$ cat src/sv/catmull_rom_curve_point_defines.svh
// assertion macros shared by the curve point block
`ifndef CATMULL_ROM_CURVE_POINT_DEFINES_SVH
`define CATMULL_ROM_CURVE_POINT_DEFINES_SVH

// same-cycle implication, disabled while reset is low
`define CRCV_ASSERT_IMP(lbl, clk, rst_n, ante, cons, msg) \
    lbl: assert property (@(posedge clk) disable iff (!rst_n) (ante) |-> (cons)) \
        else $error(msg);

// next-cycle implication, disabled while reset is low
`define CRCV_ASSERT_NEXT(lbl, clk, rst_n, ante, cons, msg) \
    lbl: assert property (@(posedge clk) disable iff (!rst_n) (ante) |=> (cons)) \
        else $error(msg);

`endif

$ cat src/sv/crcv_pkg.sv
package crcv_pkg;

    // table and field geometry
    localparam int MaxPoints = 256;
    localparam int IdxW      = $clog2(MaxPoints);
    localparam int CoordW    = 24;
    localparam int TW        = 17;
    localparam int LenW      = 9;
    localparam int FracW     = 16;
    localparam int SpanW     = 8;
    localparam int Lanes     = 4;

    // weight arithmetic widths
    localparam int U2W     = 2 * FracW;
    localparam int U3W     = 3 * FracW;
    localparam int WideW   = U3W + 4;
    localparam int RoundSh = 25;
    localparam int WqW     = WideW - RoundSh;
    localparam int PrdW    = CoordW + WqW;
    localparam int SumW    = PrdW + 2;
    localparam int OutSh   = 24;
    localparam int RsW     = SumW - OutSh;

    localparam logic [TW-1:0]   OneQ16        = 17'h1_0000;
    localparam logic [LenW-1:0] LenMin        = 9'd4;
    localparam logic [LenW-1:0] SpanOff       = 9'd3;
    localparam logic [LenW-1:0] PointCountRst = 9'd4;

    // twice the constant term of the middle weight, and the rounding bias
    localparam logic signed [WideW-1:0] TwoP48 =
        {{(WideW - U3W - 2){1'b0}}, 2'b10, {U3W{1'b0}}};
    localparam logic signed [WideW-1:0] RndW =
        {{(WideW - RoundSh){1'b0}}, 1'b1, {(RoundSh - 1){1'b0}}};
    localparam logic signed [SumW-1:0] RndOut =
        {{(SumW - OutSh){1'b0}}, 1'b1, {(OutSh - 1){1'b0}}};
    localparam logic [WqW-1:0] WqOne = {{(WqW - OutSh - 1){1'b0}}, 1'b1, {OutSh{1'b0}}};
    localparam logic [CoordW-1:0] SatMax = 24'h7F_FFFF;
    localparam logic [CoordW-1:0] SatMin = 24'h80_0000;

    typedef enum logic {
        REQ_LOAD = 1'b0,
        REQ_EVAL = 1'b1
    } t_req;

    // item after span split
    typedef struct packed {
        t_req              req;
        logic [IdxW-1:0]   point_index;
        logic [CoordW-1:0] px;
        logic [CoordW-1:0] py;
        logic [SpanW-1:0]  span;
        logic [IdxW-1:0]   offset;
        logic              full;
        logic [FracW-1:0]  u;
    } t_span_item;

    // item after point fetch
    typedef struct packed {
        logic [Lanes-1:0][CoordW-1:0] px;
        logic [Lanes-1:0][CoordW-1:0] py;
        logic [U2W-1:0]               u2;
        logic [FracW-1:0]             u;
        logic                         full;
    } t_fetch_item;

endpackage

$ cat src/sv/crcv_if.sv
interface crcv_req_if
    import crcv_pkg::*;
();
    logic                     valid;
    logic                     ready;
    logic                     req_type;
    logic [IdxW-1:0]          point_index;
    logic signed [CoordW-1:0] point_x;
    logic signed [CoordW-1:0] point_y;
    logic [TW-1:0]            curve_t;
    logic [LenW-1:0]          segment_points;
    logic [IdxW-1:0]          start_offset;

    modport source (output valid, req_type, point_index, point_x, point_y, curve_t,
                    segment_points, start_offset, input ready);
    modport sink   (input valid, req_type, point_index, point_x, point_y, curve_t,
                    segment_points, start_offset, output ready);
endinterface


$ cat src/sv/crcv_span.sv
module crcv_span
    import crcv_pkg::*;
(
    input  logic          i_clk,
    input  logic          i_rst_n,
    crcv_req_if.sink      i_req,
    output logic          o_s1_vld,
    output t_span_item    o_s1,
    input  logic          i_s1_rdy
);

    logic                      r_vld;
    t_span_item                r_s1;
    t_span_item                n_s1;
    logic                      en;
    logic                      full;
    logic [LenW-1:0]           len_c;
    logic [LenW-1:0]           spans;
    logic [FracW+LenW-1:0]     prod;

    assign en          = !r_vld || i_s1_rdy;
    assign i_req.ready = en;

    // clamp t and length, scale t across the spans
    assign full  = (i_req.curve_t >= OneQ16);
    assign len_c = (i_req.segment_points < LenMin) ? LenMin : i_req.segment_points;
    assign spans = len_c - SpanOff;
    assign prod  = i_req.curve_t[FracW-1:0] * spans;

    always_comb begin
        n_s1.req         = t_req'(i_req.req_type);
        n_s1.point_index = i_req.point_index;
        n_s1.px          = i_req.point_x;
        n_s1.py          = i_req.point_y;
        n_s1.offset      = i_req.start_offset;
        n_s1.full        = full;
        if (full) begin
            n_s1.span = SpanW'(len_c - LenMin);
            n_s1.u    = '0;
        end else begin
            n_s1.span = prod[FracW+SpanW-1:FracW];
            n_s1.u    = prod[FracW-1:0];
        end
    end

    // stage register
    always_ff @(posedge i_clk) begin
        if (!i_rst_n) begin
            r_vld <= 1'b0;
        end else if (en) begin
            r_vld <= i_req.valid;
        end
    end

    always_ff @(posedge i_clk) begin
        if (en) begin
            r_s1 <= n_s1;
        end
    end

    assign o_s1_vld = r_vld;
    assign o_s1     = r_s1;

endmodule

$ cat src/flat_wrapper.sv
// flat-port wrapper written by rule: the top's interface ports become plain ports
module crcv_span_flat import crcv_pkg::*;
  (i_clk, i_rst_n, o_s1_vld, o_s1, i_s1_rdy, i_req_valid, i_req_req_type, i_req_point_index, i_req_point_x, i_req_point_y, i_req_curve_t, i_req_segment_points, i_req_start_offset, i_req_ready);
  crcv_req_if i_req_i ();
  input  logic i_clk;
  input  logic i_rst_n;
  output logic o_s1_vld;
  output t_span_item o_s1;
  input  logic i_s1_rdy;
  input wire logic [$bits(i_req_i.valid)-1:0] i_req_valid;
  input wire logic [$bits(i_req_i.req_type)-1:0] i_req_req_type;
  input wire logic [$bits(i_req_i.point_index)-1:0] i_req_point_index;
  input wire logic [$bits(i_req_i.point_x)-1:0] i_req_point_x;
  input wire logic [$bits(i_req_i.point_y)-1:0] i_req_point_y;
  input wire logic [$bits(i_req_i.curve_t)-1:0] i_req_curve_t;
  input wire logic [$bits(i_req_i.segment_points)-1:0] i_req_segment_points;
  input wire logic [$bits(i_req_i.start_offset)-1:0] i_req_start_offset;
  output wire logic [$bits(i_req_i.ready)-1:0] i_req_ready;
  assign i_req_i.valid = i_req_valid;
  assign i_req_i.req_type = i_req_req_type;
  assign i_req_i.point_index = i_req_point_index;
  assign i_req_i.point_x = i_req_point_x;
  assign i_req_i.point_y = i_req_point_y;
  assign i_req_i.curve_t = i_req_curve_t;
  assign i_req_i.segment_points = i_req_segment_points;
  assign i_req_i.start_offset = i_req_start_offset;
  assign i_req_ready = i_req_i.ready;
  crcv_span u_core (.i_clk(i_clk), .i_rst_n(i_rst_n), .i_req(i_req_i), .o_s1_vld(o_s1_vld), .o_s1(o_s1), .i_s1_rdy(i_s1_rdy));
endmodule
$ cat config.mk
export PLATFORM = sky130hd
export DESIGN_NAME = crcv_span_flat
export DESIGN_NICKNAME = d
export VERILOG_FILES = /design/src/sv/catmull_rom_curve_point_defines.svh /design/src/sv/crcv_pkg.sv /design/src/sv/crcv_if.sv /design/src/sv/crcv_span.sv /design/src/flat_wrapper.sv
export SDC_FILE = /design/constraint.sdc
export NUM_CORES = 1
export LEC_CHECK = 0
export BUFFER_PORTS_ARGS = -buffer_cell sky130_fd_sc_hd__buf_2
export CORE_ASPECT_RATIO = 0.9
export CORE_MARGIN = 2
export CORE_UTILIZATION = 50
export CTS_CLUSTER_DIAMETER = 200
export DETAILED_ROUTE_END_ITERATION = 12
export HOLD_SLACK_MARGIN = 0.08
export PLACE_DENSITY = 0.85
export SYNTH_ARGS = -nofsm -noshare
export SYNTH_HDL_FRONTEND = slang
export SYNTH_SLANG_ARGS = --single-unit
$ cat constraint.sdc
create_clock -name i_clk -period 5.8 [get_ports i_clk]
set_input_delay 0 -clock i_clk [delete_from_list [all_inputs] [get_ports i_clk]]
set_output_delay 0 -clock i_clk [all_outputs]
set_load 0.02 [all_outputs]
==> results of run 1 <==
[power by group]
part / switching (µW) / leakage [µW] / internal (µW)
sequential: 28.0 / 0.000955 / 891
clock: 226 / 0.000137 / 335
combinational: 1800 / 0.00393 / 1600
[worst max-delay path by stage]
stage                                 start               to  slack, ps  cells past startpoint
finish              i_req_segment_points[2]  u_core.o_s1[32]        200                     21
detailed placement  i_req_segment_points[2]  u_core.o_s1[32]       -290                     21
global placement    i_req_segment_points[2]  u_core.o_s1[32]       -140                     21
CTS                 i_req_segment_points[2]  u_core.o_s1[32]         70                     21
global route        i_req_segment_points[2]  u_core.o_s1[32]        -40                     23
floorplan           i_req_segment_points[2]  u_core.o_s1[32]         10                     25
[area by class of cell]
class,instances,share of cell area [%]
clock buffers,12,2.27
flip-flops and latches,91,26.1
inverters,127,4.58
well taps,202,2.43
clock inverters,4,0.493
multi-input cells,463,44.0
repair buffers,316,20.0
[layer usage]
layer	vias up	track usage, %	share of wire, %
met4	0	6.32	1.9
met5	-	0	0
met1	3057	28.4	39
met2	206	43.7	53
li1	2870	-	-
met3	35	4.63	6.0
[cell families after synthesis]
family | synth area share (%)
buffers and inverters | 7.22
adders and majority gates | 32.7
AOI/OAI and AO/OA | 6.24
DFF | 35.1
and+or+nand+nor | 15.9
xor gates and xnor gates | 2.24
muxes | 0.661
[critical path: cells and delay by family]
| family | cells | cell delay (ps) |
|---|---|---|
| AND/OR/NAND/NOR | 10 | 1910 |
| AO/OA/AOI/OAI | 2 | 570 |
| XOR/XNOR | 1 | 400 |
| buffers and inverters | 2 | 160 |
| adder cells (fa/ha/maj) | 6 | 2600 |
[registers in the layout, indices dropped and copies added (netlist names)]
name,flops
u_core.o_s1_vld,1
u_core.o_s1,90
[synth_stat cells (all sizes together), types with 2 or more instances]
library cell    n
nand3           5
fa             98
o21ai           9
mux2i           4
o31ai           2
o211ai          3
nand4           2
edfxtp         90
inv           127
buf             4
nor3           13
and3            4
or4             2
nand2          64
o21a            7
a31oi           3
a211oi          4
a221o           3
clkbuf         11
o31a            2
and2b           4
nor4            3
xnor2          10
a311oi          3
ha             46
nand2b         16
xor2            9
nor3b           3
nor2b          57
and2           33
a21oi          14
nor2           22
a21o            2
a21boi          6
[what timing repair did]
action | CTS | global route
endpoints found under the hold margin | 66 | 0
hold buffers | 67 | 0
endpoints found under the setup margin | 0 | 11
setup buffers | 0 | 0
resized for setup | 0 | 3
[metrics by stage]
stage | setup slack, ps | TNS [ps] | instance area, µm² | utilization, % | power [µW]
after CTS | 68.8 | 0 | 10400 | 68.0 | 4890
after global placement | -144 | -319 | 9430 | 61.7 | 4170
after global routing | -43.6 | -43.6 | 10400 | 68.1 | 5330
after floorplan | 11.4 | 0 | 7860 | - | 3120
after detailed placement | -286 | -1750 | 9430 | 61.7 | 4270
final | 204 | 0 | 10400 | 68.1 | 4880
==> results.txt, run 1 <==
Detailed-routing iteration count for the pre-antenna-repair pass: 5. For this configuration, the core starts out at a cell density of 50.8%. The first global-routing pass estimated 30600 µm of wire. The most common library cell in the layout ignoring fill and taps was sky130_fd_sc_hd__buf_2. The clock reaches the later pin of the worst-skew pair after 330 ps.

In this run the clock root is driven by a sky130_fd_sc_hd__clkbuf_16. The detail route stage leaves a number of antenna-violating nets equal to 0. In this run the number of H-tree levels came out at 3. The stage delay of the slowest cell on the critical path came out at 550 ps. The slowest stage of the critical path belongs to the cell sky130_fd_sc_hd__fa_1. TritonCTS built the clock tree. The largest buffer count on any clock path came out at 2. Setup repair after global routing could not meet its margin everywhere. Entering global routing, the biggest net connects 75 pins.

Clock tree synthesis found a total of 91 sinks. The average vias per placed instance is 5.08. The per-instance average area after synthesis was 11.2 µm². The endpoint identified for the worst register-to-register timing path is u_core.o_s1[14]. Detailed routing inserted a total of 6168 vias.

The placed cell count was 1132; the horizontal extent of the die was 135 µm. Counting distinct cell types in the post-synthesis netlist gives 56. Of all flip-flops after synthesis, the portion carrying an async set or reset was 0%. The most frequent cell on the critical path was sky130_fd_sc_hd__fa_1. In the final routed layout, each cell accounts on average for 15.3 µm. The final worst-path cycle share came out at 96.5%. Yosys attributes the largest share of cell area to sky130_fd_sc_hd__edfxtp_1 35%, sky130_fd_sc_hd__fa_1 25%, sky130_fd_sc_hd__ha_1 7.4%, sky130_fd_sc_hd__inv_1 6.1%, sky130_fd_sc_hd__nor2b_1 4.5%.

Summed over all layers, the global routing overflow is 0. The die is 122 µm tall. After synthesis, flip-flops and latches occupy 35.1% of the total area.

The share of Yosys cell area claimed by the top area cell type works out to 34.8%. The startpoint identified for the worst register-to-register timing path is u_core.o_s1_vld. The startpoint identified for the worst hold timing path is i_req_curve_t[0]. After synthesis the netlist holds a flip-flop and latch count of 91. Number of nets in the final layout: 1247. The total of max-cap violations came out at 0.

The run finished with clean final reports. Time the worst path needs with I/O delays and setup: 5600 ps. In this run the standard cell core region covers 0.0153 mm². For the hold violation total from the final report, the log shows 0. The number of antenna diodes in the final layout is 0. The biggest area contributor in the post-synthesis netlist is sky130_fd_sc_hd__edfxtp_1. The multi-input combinational cells in the finished layout cover a total of 0.00459 mm². The worst setup path is captured at a register. The kind of path behind the tightest hold check is in2reg. From synthesis to final layout, the design area changed by 34.1%. The tools report the TritonCTS buffer count as 9.

Along the worst path, the maximum fanout reaches 15. Data on the critical path is required at its endpoint by 5880 ps. The power density over the cells works out to 469 mW/mm².

The worst setup path is launched from a primary input. Summing every instance area after synthesis gives 0.00776 mm². Hold is met by 126 ps. For this block, the initial DRC count from the detailed router was 275. The run gives 0.00272 mm² as the area occupied by registers.

After clock tree synthesis, the clock-pin slew on the worst setup and hold paths is 60 ps. The path with the worst hold slack has its endpoint at u_core.o_s1[0]. The library cells used most frequently in the layout, excluding fill and tap cells, are 186 x sky130_fd_sc_hd__buf_2, 127 x sky130_fd_sc_hd__inv_1, 98 x sky130_fd_sc_hd__fa_1. The type of the worst setup path was in2reg. The run gives 3.80 ps as the final setup skew. In the synthesized netlist, the number of instances is 696.

The filler cells instantiated in the layout total 1171. The logs give 6690 for the number of global-route vias before repair and 0 for the initial antenna violation count. Along the worst hold path, the cell count comes to 2.

Among all flip-flop cells after synthesis, the most frequent one is sky130_fd_sc_hd__edfxtp_1. For the weighted congestion at the end of routability-driven global placement, the log shows 0.899. The fmax is 0.179 GHz, and the area of the die is 0.0165 mm². The initialized floorplan defines 43 standard-cell rows.

The worst register-to-register path has a setup slack of 4070 ps. In this run, synthesis inferred 90 flip-flops with an integrated enable. After the flow finishes, the layout carries non-filler instances totaling 1215.

The logs give 187 for the number of placed I/O pins and 5680 ps for the data arrival at the endpoint of the critical path. The routed design has 18600 µm of wire. For this design the static power due to leakage is 0.00503 µW.

The signal on the critical path passes through buf_2, or3_4, nor2_4, nand2_1, and2_1, ha_2, nand2_2, nand3_2, xnor2_4, nand2_1, fa_1, fa_1, inv_1, fa_1, fa_1, ha_1, nor2b_2, or4_4, a211oi_2, nor2_1, a221o_1. The number of max-slew violations in the final report came out at 0. The overall routing resource usage was 23.7%. At the pin with the least slew margin, the transition time is 894 ps. When the netlist entered floorplanning its net count stood at 935.

The yosys synthesis warning count is 0, and the final number of setup-violating endpoints is 0. In the final layout, the share of cells above drive strength 1 is 28.4%. The worst-case IR drop observed on VDD is 0.398 mV. The worst slew slack as a fraction of its limit was 40.4%; the count of input and output buffers was 186. The number of cells on the worst reg-to-reg path is 2. The run gives 0 as the DRC violation count after routing. Detailed placement finished with a half-perimeter wire length of 14400 µm.
Note: power is estimated with default switching activity, not from simulation.
==> run 2, diff against run 1 <==
--- a/config.mk
+++ b/config.mk
@@ -8,11 +8,12 @@
 export BUFFER_PORTS_ARGS = -buffer_cell sky130_fd_sc_hd__buf_2
 export CORE_ASPECT_RATIO = 0.9
 export CORE_MARGIN = 2
-export CORE_UTILIZATION = 50
+export CORE_UTILIZATION = 55
 export CTS_CLUSTER_DIAMETER = 200
 export DETAILED_ROUTE_END_ITERATION = 12
 export HOLD_SLACK_MARGIN = 0.08
-export PLACE_DENSITY = 0.85
+export PLACE_DENSITY = 0.89
+export SLEW_MARGIN = 40
 export SYNTH_ARGS = -nofsm -noshare
 export SYNTH_HDL_FRONTEND = slang
 export SYNTH_SLANG_ARGS = --single-unit
==> constraint.sdc (replaced) <==
create_clock -name i_clk -period 5.45 [get_ports i_clk]
set_input_delay 0 -clock i_clk [delete_from_list [all_inputs] [get_ports i_clk]]
set_output_delay 0 -clock i_clk [all_outputs]
set_load 0.005 [all_outputs]
==> run 2 against run 1 <==
  * Non-clock buffer count is 30 higher
  * First-iteration DRC count increased by 89%
  * Worst hold slack worse by 31 ps
  * Clock-buffer cell count fell by 3
  * Sequential share of layout area decreased by 1.6 points
  * Combinational power increased by 28%
  * Critical path type unchanged
==> results.txt, run 2 (same netlist as run 1, synthesis figures left out) <==
The kind of path behind the tightest hold check is in2reg (unchanged). The average vias per placed instance was 5.41 (was 5.08); the time the worst path needs with I/O delays and setup was 5420 ps. The tools report the peak supply drop as 0.488 mV (was 0.398 mV). The cell internal power dissipation is 3380 µW (was 2830 µW).

The run finished with clean final reports. For the initial cell density of the core, the log shows 55.8% (was 50.8%). TritonCTS built the clock tree.

The peak fanout along the critical path came out at 4 (was 15). The logs give 2 (unchanged) for the largest buffer count on any clock path and 187 (unchanged) for the number of placed I/O pins. The endpoint class of the critical path was a register (unchanged). The worst slew slack as a fraction of its limit came out at 52.8% (was 40.4%).

The run gives 0.0151 mm² (was 0.0165 mm²) as the area of the die. The clock group share of total power is 10.5% (was 11.5%). For the final instance area, the log shows 0.0111 mm² (was 0.0104 mm²). The height of the chip works out to 117 µm (was 122 µm). The tools report the overall routing resource usage as 31.1% (was 23.7%).

The power density over the cells is 536 mW/mm² (was 469 mW/mm²), and the number of global-route vias before repair is 7079 (was 6690). The proportion of power drawn by combinational gates was 72.9% (was 69.7%); the static leakage was 0.00526 µW (was 0.00503 µW). Data arrival at the endpoint of the critical path: 5510 ps (was 5680 ps). The type of the worst setup path was in2reg (unchanged). The required time at the worst-slack endpoint was 5540 ps (was 5880 ps).

The DRC violation count after routing was 0 (unchanged); the TritonCTS buffer count was 9 (unchanged). The tools report the detailed-routing iteration count for the pre-antenna-repair pass as 5 (unchanged). The run gives 16.5% (was 18.8%) as the fraction of power consumed by sequential logic. Residual overflow from global routing: 0 (unchanged). Setup repair after global routing could not meet its margin everywhere. The tools report the final number of setup-violating endpoints as 0 (unchanged). Timing would allow up to 0.184 GHz. For the largest net degree at the start of global routing, the log shows 45 (was 75). The initial antenna violation count came out at 0 (unchanged).

The standard-cell row count is 41 (was 43), and the remaining antenna violation count is 0 (unchanged). The share of layout cells above drive strength 1 was 36.0% (was 28.4%); the first-iteration detailed-routing DRC count was 520 (was 275). The switching power as a share of total power works out to 43.2% (was 42.0%). The tools report the final setup skew as 18.1 ps (was 3.80 ps). The run gives 0 (unchanged) as the number of max-slew violations in the final report.

The core area was 0.0139 mm² (was 0.0153 mm²). The transition time at the pin with the least slew margin is 708 ps (was 894 ps), and the count of input and output buffers is 186 (unchanged). The weighted congestion at the end of routability-driven global placement is 0.945 (was 0.899), and the area growth from synthesis to layout is 43.1% (was 34.1%). The kind of launch point of the worst setup path was a primary input (unchanged).

The most common library cell in the layout ignoring fill and taps is sky130_fd_sc_hd__buf_2 (unchanged). The worst path uses 99.5% of the clock period. The first-pass GRT wire length was 35300 µm (was 30600 µm); the minimum setup slack after placement was -567 ps (was -286 ps).

The horizontal extent of the die is 129 µm (was 135 µm). The tools report the level count of the clock H-tree as 3 (unchanged). For the net switching power of the design, the log shows 2570 µW (was 2050 µW).

The clock root buffer is sky130_fd_sc_hd__clkbuf_16 (unchanged). Highest-count cells in the layout ignoring fill and taps: 182 x sky130_fd_sc_hd__buf_2, 120 x sky130_fd_sc_hd__inv_1, 94 x sky130_fd_sc_hd__fa_1 (was 186 x sky130_fd_sc_hd__buf_2, 127 x sky130_fd_sc_hd__inv_1, 98 x sky130_fd_sc_hd__fa_1). The number of antenna cells inserted was 0 (unchanged); the later-pin clock latency in the skew report was 360 ps (was 330 ps). Clock slew seen by the registers of the worst setup and hold paths: 70 ps (was 60 ps).

The total length of routed wires is 23700 µm (was 18600 µm), and the mean routed wirelength per cell is 19.2 µm (was 15.3 µm). The hold violation total from the final report is 0 (unchanged), and the post-detailed-placement half-perimeter wirelength is 15600 µm (was 14400 µm). Total vias in the final route: 6685 (was 6168). The clock net sink count was 91 (unchanged).

The run gives 27.4 ps (was 204 ps) as the worst setup margin. The total of max-cap violations is 0 (unchanged), and the cell area after placement is 0.00976 mm² (was 0.00943 mm²). The tools report the number of nets in the final layout as 1277 (was 1247). The number of flip-flops under the largest register name works out to 90 (unchanged).
## run 2: cell count changes in the layout (fill, tap and decap cells not counted), moves of 8 or more
cell                     change
sky130_fd_sc_hd__and2_4      +8
sky130_fd_sc_hd__buf_4      +19
sky130_fd_sc_hd__ha_1       -11
sky130_fd_sc_hd__ha_4       +11
sky130_fd_sc_hd__and2_1      -8
sky130_fd_sc_hd__buf_6       +8
## run 2: metrics by stage
| step | std cells | hold slack [ps] | total power, µW | TNS [ps] | utilization (%) |
|---|---|---|---|---|---|
| 2_1_floorplan | 696 | 98.9 | 3370 | -67.5 | - |
| 3_3_place_gp | 1135 | 176 | 4610 | -2400 | 69.9 |
| 3_5_place_dp | 1137 | 178 | 4750 | -4180 | 70.2 |
| 4_1_cts | 1225 | 89.1 | 5440 | 0 | 77.7 |
| 5_1_grt | 1236 | 116 | 6430 | -565 | 79.9 |
| 6_report | 1236 | 95.4 | 5950 | 0 | 79.9 |
## run 2: what timing repair did
action                                  CTS  global route
pin swaps                                 3            31
endpoints found under the setup margin    6            12
hold buffers                             67             0
gates cloned                              0             0
buffers inserted                          5            11
hold endpoints to repair                 66             0
resized for setup                         3            48
## run 2: routing by layer
metal,share of wire (%),vias to the layer above,global-route usage [%]
li1,-,2932,-
met1,34,3329,35.0
met2,55,337,58.0
met3,6.3,87,5.54
met4,5.1,0,13.8
met5,0,-,0
## run 2: final timing paths
path | startpoint | slack, ps | cells after the start | end
min reg2reg | u_core.o_s1_vld | 650 | 1 | u_core.o_s1[41]
min | i_s1_rdy | 100 | 2 | u_core.o_s1[41]
max reg2reg | u_core.o_s1_vld | 4050 | 3 | u_core.o_s1[0]
max | i_req_segment_points[4] | 30 | 24 | u_core.o_s1[32]
## run 2: power groups by stage
stage | logic (µW) | registers [µW] | clock network (µW)
after CTS | 3850 | 977 | 612
final | 4340 | 984 | 625
after floorplan | 2360 | 1010 | 0
after detailed placement | 3760 | 990 | 0
after global routing | 4790 | 993 | 648
after global placement | 3620 | 988 | 0
## run 2: cell type report
type                    instances  area (µm²)
clock inverters                 7        72.6
clock buffers                   9         225
repair buffers                346        2430
inverters                     127         479
fillers                       812        2800
flip-flops and latches         91        2720
well taps                     193         241
multi-input cells             463        4930
## run 2: worst max-delay path, stage by stage
cell and delay [ps]:
sky130_fd_sc_hd__buf_6 90, sky130_fd_sc_hd__or3_4 390, sky130_fd_sc_hd__nor2_4 120, sky130_fd_sc_hd__nand2_2 80
sky130_fd_sc_hd__and2_4 160, sky130_fd_sc_hd__ha_4 170, sky130_fd_sc_hd__buf_4 150, sky130_fd_sc_hd__xor2_4 190
sky130_fd_sc_hd__buf_6 140, sky130_fd_sc_hd__nand2_2 60, sky130_fd_sc_hd__fa_1 540, sky130_fd_sc_hd__inv_1 60
sky130_fd_sc_hd__fa_1 510, sky130_fd_sc_hd__inv_1 50, sky130_fd_sc_hd__fa_1 460, sky130_fd_sc_hd__fa_1 500
sky130_fd_sc_hd__inv_1 80, sky130_fd_sc_hd__ha_4 260, sky130_fd_sc_hd__a21oi_4 200, sky130_fd_sc_hd__nor2b_4 60
sky130_fd_sc_hd__or4_4 590, sky130_fd_sc_hd__a211oi_2 260, sky130_fd_sc_hd__nor2_1 70, sky130_fd_sc_hd__a221o_1 320
==> run 3, diff against run 2 <==
--- a/config.mk
+++ b/config.mk
@@ -5,6 +5,7 @@
 export SDC_FILE = /design/constraint.sdc
 export NUM_CORES = 1
 export LEC_CHECK = 0
+export ABC_AREA = 1
 export BUFFER_PORTS_ARGS = -buffer_cell sky130_fd_sc_hd__buf_2
 export CORE_ASPECT_RATIO = 0.9
 export CORE_MARGIN = 2
==> run 3 against run 2 <==
  * Non-clock buffer count shrank 39
  * Area after synthesis grew 1.5%
  * Largest power group unchanged
  * Wire length grew 12%
  * Synthesized cell count grew 23%
==> results.txt, run 3 <==
The run finished with clean final reports. The logs give 0 (unchanged) for the total of max-cap violations and 5270 ps (was 5510 ps) for the data arrival at the endpoint of the critical path. The height of the chip is 118 µm (was 117 µm). The tools report the post-synthesis instance area as 0.00788 mm² (was 0.00776 mm²). The run gives 0 (unchanged) as the yosys synthesis warning count. The tools report the kind of launch point of the worst setup path as a primary input (unchanged). The run gives 1094 (was 935) as the net count of the mapped netlist.

The run gives 16.1 ps (was 18.1 ps) as the final setup skew. For the minimum setup slack after placement, the log shows -77.4 ps (was -567 ps). The transition time at the pin with the least slew margin came out at 727 ps (was 708 ps). The standard-cell row count is 41 (unchanged). The per-instance average area after synthesis was 9.22 µm² (was 11.2 µm²); the core area was 0.0140 mm² (was 0.0139 mm²). The share of layout cells above drive strength 1 works out to 24.4% (was 36.0%).

The logs give 8580 µm (was 8060 µm) for the wire length on met1 and 228 ps (was 27.4 ps) for the worst setup margin. The logs give 1355 (was 1236) for the number of standard cells in the final layout excluding fillers and 1396 (was 1277) for the number of nets in the final layout. The count of input and output buffers works out to 186 (unchanged).

The time the worst path needs with I/O delays and setup works out to 5220 ps (was 5420 ps). Highest-count cells in the layout ignoring fill and taps: 198 x sky130_fd_sc_hd__inv_1, 186 x sky130_fd_sc_hd__buf_2, 170 x sky130_fd_sc_hd__nand2_1 (was 182 x sky130_fd_sc_hd__buf_2, 120 x sky130_fd_sc_hd__inv_1, 94 x sky130_fd_sc_hd__fa_1). Top cells by area, synth: sky130_fd_sc_hd__edfxtp_1 34%, sky130_fd_sc_hd__fa_1 25%, sky130_fd_sc_hd__inv_1 9.5%, sky130_fd_sc_hd__nand2_1 8.2%, sky130_fd_sc_hd__ha_1 7.3% (was sky130_fd_sc_hd__edfxtp_1 35%, sky130_fd_sc_hd__fa_1 25%, sky130_fd_sc_hd__ha_1 7.4%, sky130_fd_sc_hd__inv_1 6.1%, sky130_fd_sc_hd__nor2b_1 4.5%).

The most frequent cell on the critical path is sky130_fd_sc_hd__nand2_1 (was sky130_fd_sc_hd__fa_1). The tools report the final number of setup-violating endpoints as 0 (unchanged). The highest signal layer in the routed design is met4 (unchanged). Weighted congestion at the end of routability-driven global placement: 0.928 (was 0.945). The average vias per placed instance is 5.46 (was 5.41), and the final cell utilization of the core is 74.3% (was 79.9%).

The type of the worst setup path is in2reg (unchanged). For the initial antenna violation count, the log shows 0 (unchanged). The tools report the net switching power of the design as 2780 µW (was 2570 µW).

The number of max-slew violations in the final report is 0 (unchanged), and the post-detailed-placement half-perimeter wirelength is 17800 µm (was 15600 µm). The tools report the fraction of power consumed by sequential logic as 17.7% (was 16.5%). For the residual overflow from global routing, the log shows 0 (unchanged). The run gives 2610 µm (was 1500 µm) as the wire length on met3. The run gives 93 (was 45) as the largest net degree at the start of global routing. The number of enable flip-flop cells after synthesis is 90 (unchanged), and the clock slew seen by the registers of the worst setup and hold paths is 70 ps (about the same). The tools report the amount of wire on met2 after detailed routing as 13200 µm (was 13000 µm). The TritonCTS buffer count came out at 9 (unchanged). The total length of routed wires was 26700 µm (was 23700 µm). The tools report the clock root buffer as sky130_fd_sc_hd__clkbuf_16 (unchanged). Cell area after placement: 0.00938 mm² (was 0.00976 mm²). The area growth from synthesis to layout came out at 32.1% (was 43.1%). Required time at the worst-slack endpoint: 5500 ps (was 5540 ps).

The later-pin clock latency in the skew report is 360 ps (about the same), and the number of unique standard cell types used by synthesis is 33 (was 56). Setup repair after global routing could not meet its margin everywhere. The mean routed wirelength per cell is 19.7 µm (was 19.2 µm). The overall routing resource usage is 36.7% (was 31.1%), and the final worst-path cycle share is 95.8% (was 99.5%).

The number of global-route vias before repair was 8001 (was 7079); the sequential share of the synthesized area was 34.6% (was 35.1%). The remaining antenna violation count is 0 (unchanged), and the first-iteration detailed-routing DRC count is 900 (was 520). The post-synthesis async set-or-reset flop share was 0% (unchanged).

The DRC violation count after routing is 0 (unchanged). For the cell internal power dissipation, the log shows 2870 µW (was 3380 µW). The dominant cell by count in the synthesized netlist was sky130_fd_sc_hd__inv_1 (unchanged). The power density over the cells is 543 mW/mm² (was 536 mW/mm²), and the placed cell count is 1271 (was 1137). The number of flip-flops under the largest register name came out at 90 (unchanged).

The detailed-routing iteration count for the pre-antenna-repair pass is 6 (was 5), and the number of cells produced by synthesis is 855 (was 696). The logs give 2 (unchanged) for the largest buffer count on any clock path and 51.5% (was 52.8%) for the worst slew slack as a fraction of its limit. The biggest area consumer among synthesized cells is sky130_fd_sc_hd__edfxtp_1 (unchanged). The stage delay of the slowest cell on the critical path came out at 540 ps (was 590 ps).

The highest-delay cell along the critical path is sky130_fd_sc_hd__fa_1 (was sky130_fd_sc_hd__or4_4). Dominant register cell in the synthesized netlist: sky130_fd_sc_hd__edfxtp_1 (unchanged). Hold violation total from the final report: 0 (unchanged). The most common library cell in the layout ignoring fill and taps is sky130_fd_sc_hd__inv_1 (was sky130_fd_sc_hd__buf_2).

The share of Yosys cell area claimed by the top area cell type is 34.3% (was 34.8%). The first-pass GRT wire length was 41700 µm (was 35300 µm). The switching power as a share of total power is 49.2% (was 43.2%), and the hold-critical path depth is 1 (was 2). TritonCTS built the clock tree.

The synthesized flop and latch total was 91 (unchanged); the total vias in the final route was 7402 (was 6685). The proportion of power drawn by combinational gates was 70.9% (was 72.9%); the count of cells along the worst register-to-register path was 3 (unchanged). The horizontal extent of the die is 130 µm (was 129 µm). The static leakage was 0.00545 µW (was 0.00526 µW); the peak supply drop was 0.538 mV (was 0.488 mV). The tools report the area of the die as 0.0153 mm² (was 0.0151 mm²). Number of placed I/O pins: 187 (unchanged). The clock net sink count is 91 (unchanged). The clock group share of total power was 11.4% (was 10.5%). The fmax came out at 0.191 GHz (was 0.184 GHz). Most common library cells after synthesis: 200 x sky130_fd_sc_hd__inv_1, 172 x sky130_fd_sc_hd__nand2_1, 114 x sky130_fd_sc_hd__nor2_1, 98 x sky130_fd_sc_hd__fa_1, 90 x sky130_fd_sc_hd__edfxtp_1 (was 127 x sky130_fd_sc_hd__inv_1, 98 x sky130_fd_sc_hd__fa_1, 90 x sky130_fd_sc_hd__edfxtp_1, 64 x sky130_fd_sc_hd__nand2_1, 56 x sky130_fd_sc_hd__nor2b_1).

Number of antenna cells inserted: 0 (unchanged). The logs give 3 (unchanged) for the level count of the clock H-tree and 56.3% (was 55.8%) for the initial cell density of the core. The endpoint class of the critical path is a register (unchanged).

Final instance area: 0.0104 mm² (was 0.0111 mm²). The peak fanout along the critical path is 11 (was 4). Kind of path behind the tightest hold check: in2reg (unchanged).
[run 3: cell type report]
type	instances	area [µm²]
clock buffers	9	225
fillers	924	3600
flip-flops and latches	91	2720
repair buffers	307	2010
clock inverters	7	71.3
multi-input cells	548	4380
well taps	193	241
inverters	200	751
[run 3: final timing paths]
| kind | slack [ps] | from | to |
|---|---|---|---|
| worst max register to register | 3560 | u_core.o_s1_vld | u_core.o_s1_vld |
| worst min register to register | 1200 | u_core.o_s1_vld | u_core.o_s1[48] |
| worst max-delay path | 230 | i_req_segment_points[6] | u_core.o_s1[28] |
| worst min-delay path | 110 | i_req_curve_t[16] | u_core.o_s1[16] |
[run 3: through the flow]
step / power (µW) / hold slack [ps] / setup TNS [ps]
2_1_floorplan: 3150 / 98.9 / 0
3_3_place_gp: 4390 / 177 / 0
3_5_place_dp: 4570 / 178 / -313
4_1_cts: 5260 / 81.8 / 0
5_1_grt: 6080 / 111 / -294
6_report: 5650 / 110 / 0
[run 3: what timing repair did]
action,CTS,global route
gates resized for setup,0,20
setup endpoints to repair,0,13
hold buffers,68,0
hold endpoints to repair,67,0
buffers inserted,0,0
[run 3: layer usage]
layer	up-vias	GRT usage, %
met5	-	0
met4	0	26.0
met3	144	9.05
met2	532	61.0
met1	3507	40.8
li1	3219	-
[run 3: cell families (layout without fill, tap and decap cells)]
| kind of cell | Yosys count | after routing | synth area share [%] |
|---|---|---|---|
| AO/OA/AOI/OAI | 56 | 56 | 3.91 |
| AND/OR/NAND/NOR | 338 | 338 | 17.4 |
| adder cells (fa/ha/maj) | 144 | 144 | 32.2 |
| buffers and inverters | 216 | 523 | 10.7 |
| flip-flops | 91 | 91 | 34.6 |
| XOR/XNOR | 10 | 10 | 1.30 |
[run 3: worst max-delay path, delay by kind of cell]
kind / cells / cell delay [ps]
and+or+nand+nor: 16 / 1520
adders and majority gates: 6 / 2660
AOI/OAI and AO/OA: 2 / 290
buffers and inverters: 7 / 780
[run 3: power by group through the flow]
| stage | clock, µW | sequential (µW) | combinational [µW] |
|---|---|---|---|
| 4_1_cts | 611 | 976 | 3670 |
| 6_report | 643 | 1000 | 4010 |
| 2_1_floorplan | 0 | 998 | 2150 |
| 3_5_place_dp | 0 | 987 | 3580 |
| 3_3_place_gp | 0 | 979 | 3420 |
| 5_1_grt | 659 | 1010 | 4420 |
